<file path="src/design/cwu_pkg.sv">
// cwu_pkg: shared widths, register indexes, status codes and the
// controller/datapath command and status structs for the unranking block
// no dependencies
package cwu_pkg;

    localparam int unsigned DEF_MAX_CODE_BITS = 67;

    localparam int unsigned RANK_W    = 64;
    localparam int unsigned CODE_W    = 67;
    localparam int unsigned LOW_W     = 64;
    localparam int unsigned HIGH_W    = 3;
    localparam int unsigned STATUS_W  = 2;
    localparam int unsigned CFG_W     = 7;
    localparam int unsigned CFG_IDX_W = 1;

    localparam logic [CFG_IDX_W-1:0] CFG_LEN    = 1'b0;
    localparam logic [CFG_IDX_W-1:0] CFG_WEIGHT = 1'b1;

    localparam logic [CFG_W-1:0] LEN_RST    = 7'd66;
    localparam logic [CFG_W-1:0] WEIGHT_RST = 7'd33;

    localparam logic [STATUS_W-1:0] ST_OK         = 2'd0;
    localparam logic [STATUS_W-1:0] ST_BAD_WEIGHT = 2'd1;
    localparam logic [STATUS_W-1:0] ST_RANGE      = 2'd2;

    typedef struct packed {
        logic load;
        logic check;
        logic scan;
        logic finish;
    } t_cmd;

    typedef struct packed {
        logic fill_done;
        logic chk_stop;
        logic scan_last;
    } t_stat;

endpackage

</file>
<file path="src/design/cwu_ctrl.sv">
// cwu_ctrl: sequencer for table fill, range check and the position scan
// depends on cwu_pkg
module cwu_ctrl (
    input  logic          i_clk,
    input  logic          i_rst_n,
    input  logic          start,
    input  cwu_pkg::t_stat i_stat,
    output cwu_pkg::t_cmd  o_cmd,
    output logic          busy
);
    import cwu_pkg::*;

    typedef enum logic [3:0] {
        S_FILL  = 4'b0001,
        S_IDLE  = 4'b0010,
        S_CHECK = 4'b0100,
        S_SCAN  = 4'b1000
    } t_state;

    t_state r_state;
    t_state n_state;

    always_comb begin
        n_state      = r_state;
        o_cmd        = '0;
        case (r_state)
            S_FILL: begin
                if (i_stat.fill_done) begin
                    n_state = S_IDLE;
                end
            end
            S_IDLE: begin
                if (start) begin
                    o_cmd.load = 1'b1;
                    n_state    = S_CHECK;
                end
            end
            S_CHECK: begin
                o_cmd.check = 1'b1;
                if (i_stat.chk_stop) begin
                    o_cmd.finish = 1'b1;
                    n_state      = S_IDLE;
                end else begin
                    n_state = S_SCAN;
                end
            end
            S_SCAN: begin
                o_cmd.scan = 1'b1;
                if (i_stat.scan_last) begin
                    o_cmd.finish = 1'b1;
                    n_state      = S_IDLE;
                end
            end
            default: begin
                n_state = S_FILL;
            end
        endcase
    end

    always_ff @(posedge i_clk) begin
        if (!i_rst_n) begin
            r_state <= S_FILL;
        end else begin
            r_state <= n_state;
        end
    end

    assign busy = (r_state != S_IDLE);

endmodule

</file>
<file path="config.mk">
export PLATFORM = sky130hd
export DESIGN_NAME = cwu_ctrl
export DESIGN_NICKNAME = d
export VERILOG_FILES = /design/src/design/cwu_pkg.sv /design/src/design/cwu_ctrl.sv
export SDC_FILE = /design/constraint.sdc
export NUM_CORES = 1
export LEC_CHECK = 0
export ABC_CLOCK_PERIOD_IN_PS = 1700
export BUFFER_PORTS_ARGS = -buffer_cell sky130_fd_sc_hd__buf_2
export CORE_AREA = 3 3 40 42
export DETAILED_ROUTE_END_ITERATION = 7
export DIE_AREA = 0 0 43 45
export GPL_ROUTABILITY_DRIVEN = 0
export PLACE_DENSITY = 0.49
export SYNTH_ARGS = -nofsm -noshare
export SYNTH_HDL_FRONTEND = slang
export SYNTH_SLANG_ARGS = --single-unit
</file>
<file path="constraint.sdc">
create_clock -name i_clk -period 1.7 [get_ports i_clk]
set_clock_uncertainty 0.05 [all_clocks]
set_input_delay 0.255 -clock i_clk [delete_from_list [all_inputs] [get_ports i_clk]]
set_output_delay 0.255 -clock i_clk [all_outputs]
set_load 0.02 [all_outputs]
</file>
==> results of run 1 <==
-- how the worst max path moves through the flow --
stage / start / endpoint / cells after the start
4_1_cts: r_state[0]$_SDFFE_PN1P_ / o_cmd[3] / 3
2_1_floorplan: r_state[1]$_SDFFE_PN0P_ / o_cmd[1] / 2
3_3_place_gp: r_state[2]$_SDFFE_PN0P_ / o_cmd[0] / 4
6_report: r_state[0]$_SDFFE_PN1P_ / o_cmd[3] / 3
3_5_place_dp: r_state[2]$_SDFFE_PN0P_ / o_cmd[0] / 4
5_1_grt: r_state[0]$_SDFFE_PN1P_ / o_cmd[3] / 3
-- critical path, cell delays in order (launching register included) --
cell and delay, ps:
dfxtp_1 400, nor4b_4 350, and2_1 160, buf_2 160
-- cell type report --
| cell class | instances | area share |
|---|---|---|
| clock buffer | 3 | 0.0583 |
| inverter | 3 | 0.0291 |
| multi-input combinational | 26 | 0.502 |
| sequential | 4 | 0.214 |
| tap | 15 | 0.0485 |
| timing repair buffer | 11 | 0.149 |
-- routing by layer --
layer	up-vias	global-route usage	share of wire
met5	-	0	0
met4	0	0.0904	0
li1	153	-	-
met2	10	0.0928	0.45
met3	0	0.0159	0.074
met1	131	0.101	0.48
-- logic make-up (layout without fill, tap and decap cells) --
group           after synthesis  count (layout)  share of synthesized area
simple gates                 17              17                      0.350
buf+inv                       7              17                      0.194
compound gates                8               8                      0.186
xor+xnor                      1               1                     0.0266
flops                         4               4                      0.243
-- power breakdown --
part | total, mW | internal, mW | switching [mW]
Clock | 0.112 | 0.0786 | 0.0339
Combinational | 0.0487 | 0.0248 | 0.0239
Sequential | 0.109 | 0.0997 | 0.00909
Total | 0.270 | 0.203 | 0.0668
-- through the flow --
step / cell area [um^2] / power, mW / hold slack, ps / util
2_1_floorplan: 329 / 0.148 / 285 / -
3_3_place_gp: 353 / 0.156 / 447 / 0.275
3_5_place_dp: 353 / 0.156 / 441 / 0.275
4_1_cts: 375 / 0.276 / 198 / 0.292
5_1_grt: 387 / 0.291 / 217 / 0.301
6_report: 387 / 0.270 / 206 / 0.301
-- synth_stat cells --
| library cell | count |
|---|---|
| a2bb2oi_1 | 2 |
| and2_1 | 1 |
| and3_1 | 1 |
| buf_6 | 1 |
| clkbuf_8 | 3 |
| dfxtp_1 | 4 |
| inv_1 | 3 |
| nand2_1 | 2 |
| nand2b_2 | 1 |
| nor2_1 | 1 |
| nor2b_1 | 1 |
| nor3_1 | 5 |
| nor4b_1 | 2 |
| nor4b_2 | 1 |
| o2111a_1 | 1 |
| o211a_1 | 1 |
| o21ai_0 | 2 |
| o21ai_1 | 1 |
| o31ai_1 | 1 |
| or3b_1 | 1 |
| or4b_1 | 1 |
| xor2_1 | 1 |
==> impl_summary.log, run 1 <==
[metrics] status: complete, no violations
[metrics] DR DRC count: 0
[metrics] clock buffer count from CTS: 3
[metrics] Worst Hold Path EP: r_state[0]$_SDFFE_PN1P_
[metrics] register with the most flip-flops: r_state
[metrics] number of DRC markers after the initial detailed-route iteration: 6
[metrics] fmax: just over 600 MHz
[metrics] Rows: 13
[metrics] total of endpoints with negative setup slack in the final report: 0
[metrics] gate count of the mapped netlist: 37
[metrics] vias in the first global route: 258
[metrics] initial antenna violation count: 0
[metrics] Clk pin slew, worst setup/hold paths: ~40 ps
[metrics] remaining antenna violation count after routing: 0
[metrics] final sum of negative setup slack: 0 ps
[metrics] clock sink count: 4
[metrics] fraction of the yosys area taken by sequential cells: 0.243
[metrics] cell type contributing the most total cell area after synthesis: dfxtp_1
[metrics] Syn Std Cell Area: 329 um^2
[metrics] most frequent cells in the layout: buf_2 (10), nor3_1 (5), inv_1 (3), clkbuf_4 (3)
[metrics] starting utilization of the core area: 0.256
[metrics] headroom to the max-slew limit: 0.761
[metrics] setup slack, reg-to-reg: 380 ps
[metrics] wire length of the first global-routing pass: 1080 um
[metrics] per-cell via count in the routed design: between 4 and 5
[metrics] Leak Pwr: 0.189 nW
[metrics] startpoint of the worst hold path: i_rst_n
[metrics] count of endpoints failing hold in the final timing report: 0
[metrics] maximum number of pins on one net before global-route repair: 13
[metrics] Vias: 294
[metrics] HP Class: in -> reg
[metrics] pre-CTS setup slack: 274 ps
[metrics] CORE AREA: 0.00128 mm^2
[metrics] count of state elements after synthesis: 4
[metrics] I/O Buffers: 10
[metrics] Cell Count, Final, Fillers Out: 62
[metrics] leading cell type in the layout, fill and taps excluded: buf_2
[metrics] area of the die: around 0.0019 mm^2
[metrics] Clock Path Buffers: 2
[metrics] area occupied by multi-input gates: 194 um^2
[metrics] DRT Wirelength: 701 um
[metrics] max cap viols: 0
[metrics] count of cells resized by post-cts repair: 0
[metrics] fraction of the cycle the final worst path needs: 0.943
[metrics] worst-path maximum fanout: 9
[metrics] Final Critical Period: 1600 ps
[metrics] Synth cell types: 22
[metrics] number of antenna cells inserted: 0
[metrics] fraction of layout instances using a drive strength above 1: 0.383
[metrics] buffer cell driving the clock tree root: clkbuf_4
[metrics] total half-perimeter wirelength after legalization and detailed placement: around 480 um
[metrics] unrepaired setup endpoints after global routing: false
[metrics] Regs by FF count: r_state: 4 flops
[metrics] Die Width: between 40 and 50 um
[metrics] Overall Global Routing Usage: 0.0767
[metrics] critical path data arrival time: 1300 ps
[metrics] clock latency reported for the late side of the worst-skew pair: 230 ps
[metrics] average size of a mapped cell: roughly 8.9 um^2
[metrics] worst endpoint required time: around 1400 ps
[metrics] path depth of the worst reg2reg path: 3
[metrics] I/O pin count: 11
[metrics] Mapped Nets: 43
[metrics] flip-flop count of the largest register, all copies and words added: 4
[metrics] yosys synthesis warning count: 0
[metrics] Post-CTS Hold Buffers: 0
[metrics] Storage cell area: 82.6 um^2
[metrics] transition time at the pin with the least slew margin: roughly 360 ps
[metrics] Initial DRT Pass Iterations: 4
[metrics] Congestion Overflow GR: 0
[metrics] Crit Reg-Reg Endpoint: r_state[1]$_SDFFE_PN0P_
[metrics] clock tree from TritonCTS: built
[metrics] launch point of the worst reg-to-reg path: r_state[3]$_SDFFE_PN0P_
[metrics] FILL cells: 147
[metrics] leading post-synthesis cells by cell area: dfxtp_1 (24%), clkbuf_8 (13%), nor3_1 (7.6%)
[metrics] nature of the critical path endpoint: output port
[metrics] number of cells on the worst hold path: 2
[metrics] startpoint kind of the worst setup timing path: register
[metrics] area fraction of the dominant cell type after synthesis: 0.243
[metrics] Area Growth Syn to Fin: 17.5%
[metrics] dpl cells: 59
[metrics] Die Y-Extent: 45 um
[metrics] Post-CTS Setup Bufs: 0
[metrics] power density over the cells: 698 mW/mm^2
[metrics] final worst setup slack: about 96 ps
[metrics] Post-layout nets: 55
[metrics] final slew viol count: 0
[metrics] detailed-route wire length per cell: about 11 um
[metrics] maximum VDD drop: 268 uV
[metrics] total number of H-tree levels: 1
[metrics] classification of the worst setup path: reg -> out
Note: power is estimated with default switching activity, not from simulation.
==> run 2: changes to the inputs <==
Settings changed: ABC_AREA set to 1, ABC_CLOCK_PERIOD_IN_PS 1700 to not set, PLACE_DENSITY 0.49 to 0.42.
==> run 2 against run 1 <==
  * Combinational power increased by 54%
  * Non-clock buffer count decreased by 1
  * Largest power group is now registers
  * Critical endpoint unchanged
  * Count of clock-buffer cells in the layout unchanged
  * Synthesized cell count increased by 8.1%
==> impl_summary.log, run 2 <==
[metrics] status: complete, no violations
[metrics] fraction of the cycle the final worst path needs: 0.878 (-0.0652)
[metrics] Post-CTS Setup Bufs: 0 (unchanged)
[metrics] max cap viols: 0 (unchanged)
[metrics] area occupied by multi-input gates: 128 um^2 (-34%)
[metrics] count of cells resized by post-cts repair: 0 (unchanged)
[metrics] I/O pin count: 11 (unchanged)
[metrics] final worst setup slack: 207 ps (+111 ps)
[metrics] most used standard cell by instance count after synthesis: inv_1
[metrics] total of endpoints with negative setup slack in the final report: 0 (unchanged)
[metrics] unrepaired setup endpoints after global routing: false
[metrics] fraction of layout instances using a drive strength above 1: 0.321 (-0.0622)
[metrics] maximum number of pins on one net before global-route repair: 5 (-8)
[metrics] FILL cells: 156 (+6.1%)
[metrics] pre-CTS setup slack: 434 ps (+160 ps)
[metrics] Regs by FF count: r_state: 4 flops
[metrics] async set-or-reset flop fraction in the synthesized netlist: 0 (unchanged)
[metrics] part of the total power dissipated in sequential elements: 0.378 (-0.025)
[metrics] final slew viol count: 0 (unchanged)
[metrics] clock latency reported for the late side of the worst-skew pair: 230 ps (about the same)
[metrics] starting utilization of the core area: 0.191 (-0.0652)
[metrics] Post-CTS Hold Buffers: 0 (unchanged)
[metrics] HP Class: in -> reg
[metrics] yosys synthesis warning count: 0 (unchanged)
[metrics] worst-path maximum fanout: 4 (-5)
[metrics] fmax: 670 MHz (+7.4%)
[metrics] Final Critical Period: 1490 ps (-111 ps)
[metrics] critical path data arrival time: 1190 ps (-110 ps)
[metrics] Rows: 13 (unchanged)
[metrics] startpoint of the worst hold path: i_rst_n
[metrics] Synth cell types: 12 (-45%)
[metrics] detailed-route wire length per cell: 7.94 um (-30%)
[metrics] wire length of the first global-routing pass: 1000 um (-7.1%)
[metrics] transition time at the pin with the least slew margin: 233 ps (-126 ps)
[metrics] fraction of the yosys area taken by sequential cells: 0.327 (+0.0832)
[metrics] number of antenna cells inserted: 0 (unchanged)
[metrics] count of endpoints failing hold in the final timing report: 0 (unchanged)
[metrics] Crit Reg-Reg Endpoint: r_state[0]$_SDFFE_PN1P_
[metrics] CP Capture Point: o_cmd[3]
[metrics] share of total power in combinational logic: 0.248 (+0.068)
[metrics] headroom to the max-slew limit: 0.844 (+0.0836)
[metrics] switching power total: 89.0 uW (+33%)
[metrics] I/O Buffers: 10 (unchanged)
[metrics] number of DRC markers after the initial detailed-route iteration: 2 (-4)
[metrics] synth cell count leaders: inv_1 (10), nand3_1 (8), nor2_1 (7), dfxtp_1 (4), nand2_1 (3)
[metrics] buffer cell driving the clock tree root: clkbuf_4
[metrics] total half-perimeter wirelength after legalization and detailed placement: 474 um (-0.84%)
[metrics] register with the most flip-flops: r_state
[metrics] initial antenna violation count: 0 (unchanged)
[metrics] startpoint kind of the worst setup timing path: register
[metrics] area fraction of the dominant cell type after synthesis: 0.327 (+0.0832)
[metrics] most frequent cells in the layout: inv_1 (10), buf_2 (10), nand3_1 (8)
[metrics] Die Y-Extent: 45 um (unchanged)
[metrics] number of enable-type register cells in the synthesized netlist: 0 (unchanged)
[metrics] Overall Global Routing Usage: 0.0749 (-0.00173)
[metrics] count of state elements after synthesis: 4 (unchanged)
[metrics] clock buffer count from CTS: 3 (unchanged)
[metrics] DRT Wirelength: 540 um (-23%)
[metrics] leading post-synthesis cells by cell area: dfxtp_1 (33%), nand3_1 (16%), inv_1 (15%)
[metrics] path depth of the worst reg2reg path: 4 (+1)
[metrics] CORE AREA: 0.00128 mm^2 (unchanged)
[metrics] Area Growth Syn to Fin: 37.2%
[metrics] gate count of the mapped netlist: 40 (+8.1%)
[metrics] launch point of the worst reg-to-reg path: r_state[3]$_SDFFE_PN0P_
[metrics] Internal: 213 uW (+5.1%)
[metrics] part of the power in the clock network: 0.374 (-0.043)
[metrics] Mapped Nets: 46 (+7.0%)
[metrics] maximum VDD drop: 302 uV (+13%)
[metrics] net switching share of the total power: 0.294 (+0.0466)
[metrics] power density over the cells: 898 mW/mm^2 (+29%)
[metrics] most common flop cell mapped by yosys: dfxtp_1
[metrics] worst endpoint required time: 1390 ps (about the same)
[metrics] Leak Pwr: 0.194 nW (+2.5%)
[metrics] flip-flop count of the largest register, all copies and words added: 4 (unchanged)
[metrics] cell type contributing the most total cell area after synthesis: dfxtp_1
[metrics] Post-layout nets: 61 (+11%)
[metrics] per-cell via count in the routed design: 4.06 (-14%)
[metrics] Storage cell area: 80.1 um^2 (-3.0%)
[metrics] DR DRC count: 0 (unchanged)
[metrics] total number of H-tree levels: 1 (unchanged)
[metrics] vias in the first global route: 255 (-1.2%)
[metrics] nature of the critical path endpoint: output port
[metrics] Die Width: 43 um (unchanged)
[metrics] setup slack, reg-to-reg: 640 ps (+260 ps)
[metrics] area of the die: 0.00194 mm^2 (unchanged)
[metrics] Vias: 276 (-6.1%)
[metrics] startpoint of the worst setup timing path: r_state[3]$_SDFFE_PN0P_
[metrics] Congestion Overflow GR: 0 (unchanged)
[metrics] Clock Path Buffers: 2 (unchanged)
[metrics] clock tree from TritonCTS: built
[metrics] average size of a mapped cell: 6.13 um^2 (-31%)
[metrics] remaining antenna violation count after routing: 0 (unchanged)
[metrics] classification of the worst setup path: reg -> out
[metrics] Initial DRT Pass Iterations: 4 (unchanged)
[metrics] Clk pin slew, worst setup/hold paths: 40 ps (about the same)
[metrics] final sum of negative setup slack: 0 ps (unchanged)
[metrics] clock sink count: 4 (unchanged)
[metrics] Syn Std Cell Area: 245 um^2 (-25%)
run 2: cell count changes after synthesis, moves of 2 or more:
cell	previous run	this run
inv_1	3	10
nor3_1	5	1
nand3_1	0	8
nor2_2	0	2
nor4b_1	2	0
a2bb2oi_1	2	0
clkbuf_8	3	0
nor2_1	1	7
run 2: kinds of logic (layout without fill, tap and decap cells):
| kind of cell | after synthesis | count (layout) | share of synthesized area |
|---|---|---|---|
| AND/OR/NAND/NOR | 24 | 24 | 0.464 |
| flip-flops | 4 | 4 | 0.327 |
| buffers and inverters | 10 | 23 | 0.153 |
| AO/OA/AOI/OAI | 2 | 2 | 0.0561 |
run 2: metal layers:
metal	share of wire	wire length [um]	GRT usage	up-vias
li1	-	-	-	154
met1	0.53	288	0.0892	111
met2	0.38	204	0.0928	11
met3	0.087	47	0.0279	0
met4	0	0	0.0904	0
met5	0	0	0	-
run 2: per-stage QoR:
step           instance area, um^2  total power [mW]  hold WS [ps]  utilization  cells
5_1_grt                        337             0.326           192        0.262     68
3_5_place_dp                   314             0.191           419        0.244     65
6_report                       337             0.302           184        0.262     68
3_3_place_gp                   314             0.193           429        0.244     65
2_1_floorplan                  245             0.170           289            -     40
4_1_cts                        337             0.310           176        0.262     68
run 2: critical path, cell delays in order (launching register included):
cell and delay, ps:
dfxtp_1 320, nor2_1 220, nand2_1 160, nor2_1 100, buf_2 160
run 2: cell type report:
class,count,share of cell area
clock buffers,3,0.0669
inverters,10,0.112
multi-input cells,26,0.379
flip-flops and latches,4,0.238
well taps,15,0.0558
repair buffers,10,0.149
run 2: how the worst min path moves through the flow:
stage	endpoint	slack (ps)	cells past startpoint
2_1_floorplan	r_state[0]$_SDFFE_PN1P_	290	1
5_1_grt	r_state[0]$_SDFFE_PN1P_	190	2
6_report	r_state[0]$_SDFFE_PN1P_	180	2
4_1_cts	r_state[0]$_SDFFE_PN1P_	180	2
3_3_place_gp	r_state[0]$_SDFFE_PN1P_	430	2
3_5_place_dp	r_state[0]$_SDFFE_PN1P_	420	2
run 2: power groups by stage:
stage / registers [mW] / logic [mW] / clock network (mW)
6_report: 0.114 / 0.0749 / 0.113
5_1_grt: 0.116 / 0.0869 / 0.123
4_1_cts: 0.114 / 0.0755 / 0.120
3_5_place_dp: 0.116 / 0.0754 / 0
3_3_place_gp: 0.116 / 0.0771 / 0
2_1_floorplan: 0.114 / 0.0562 / 0
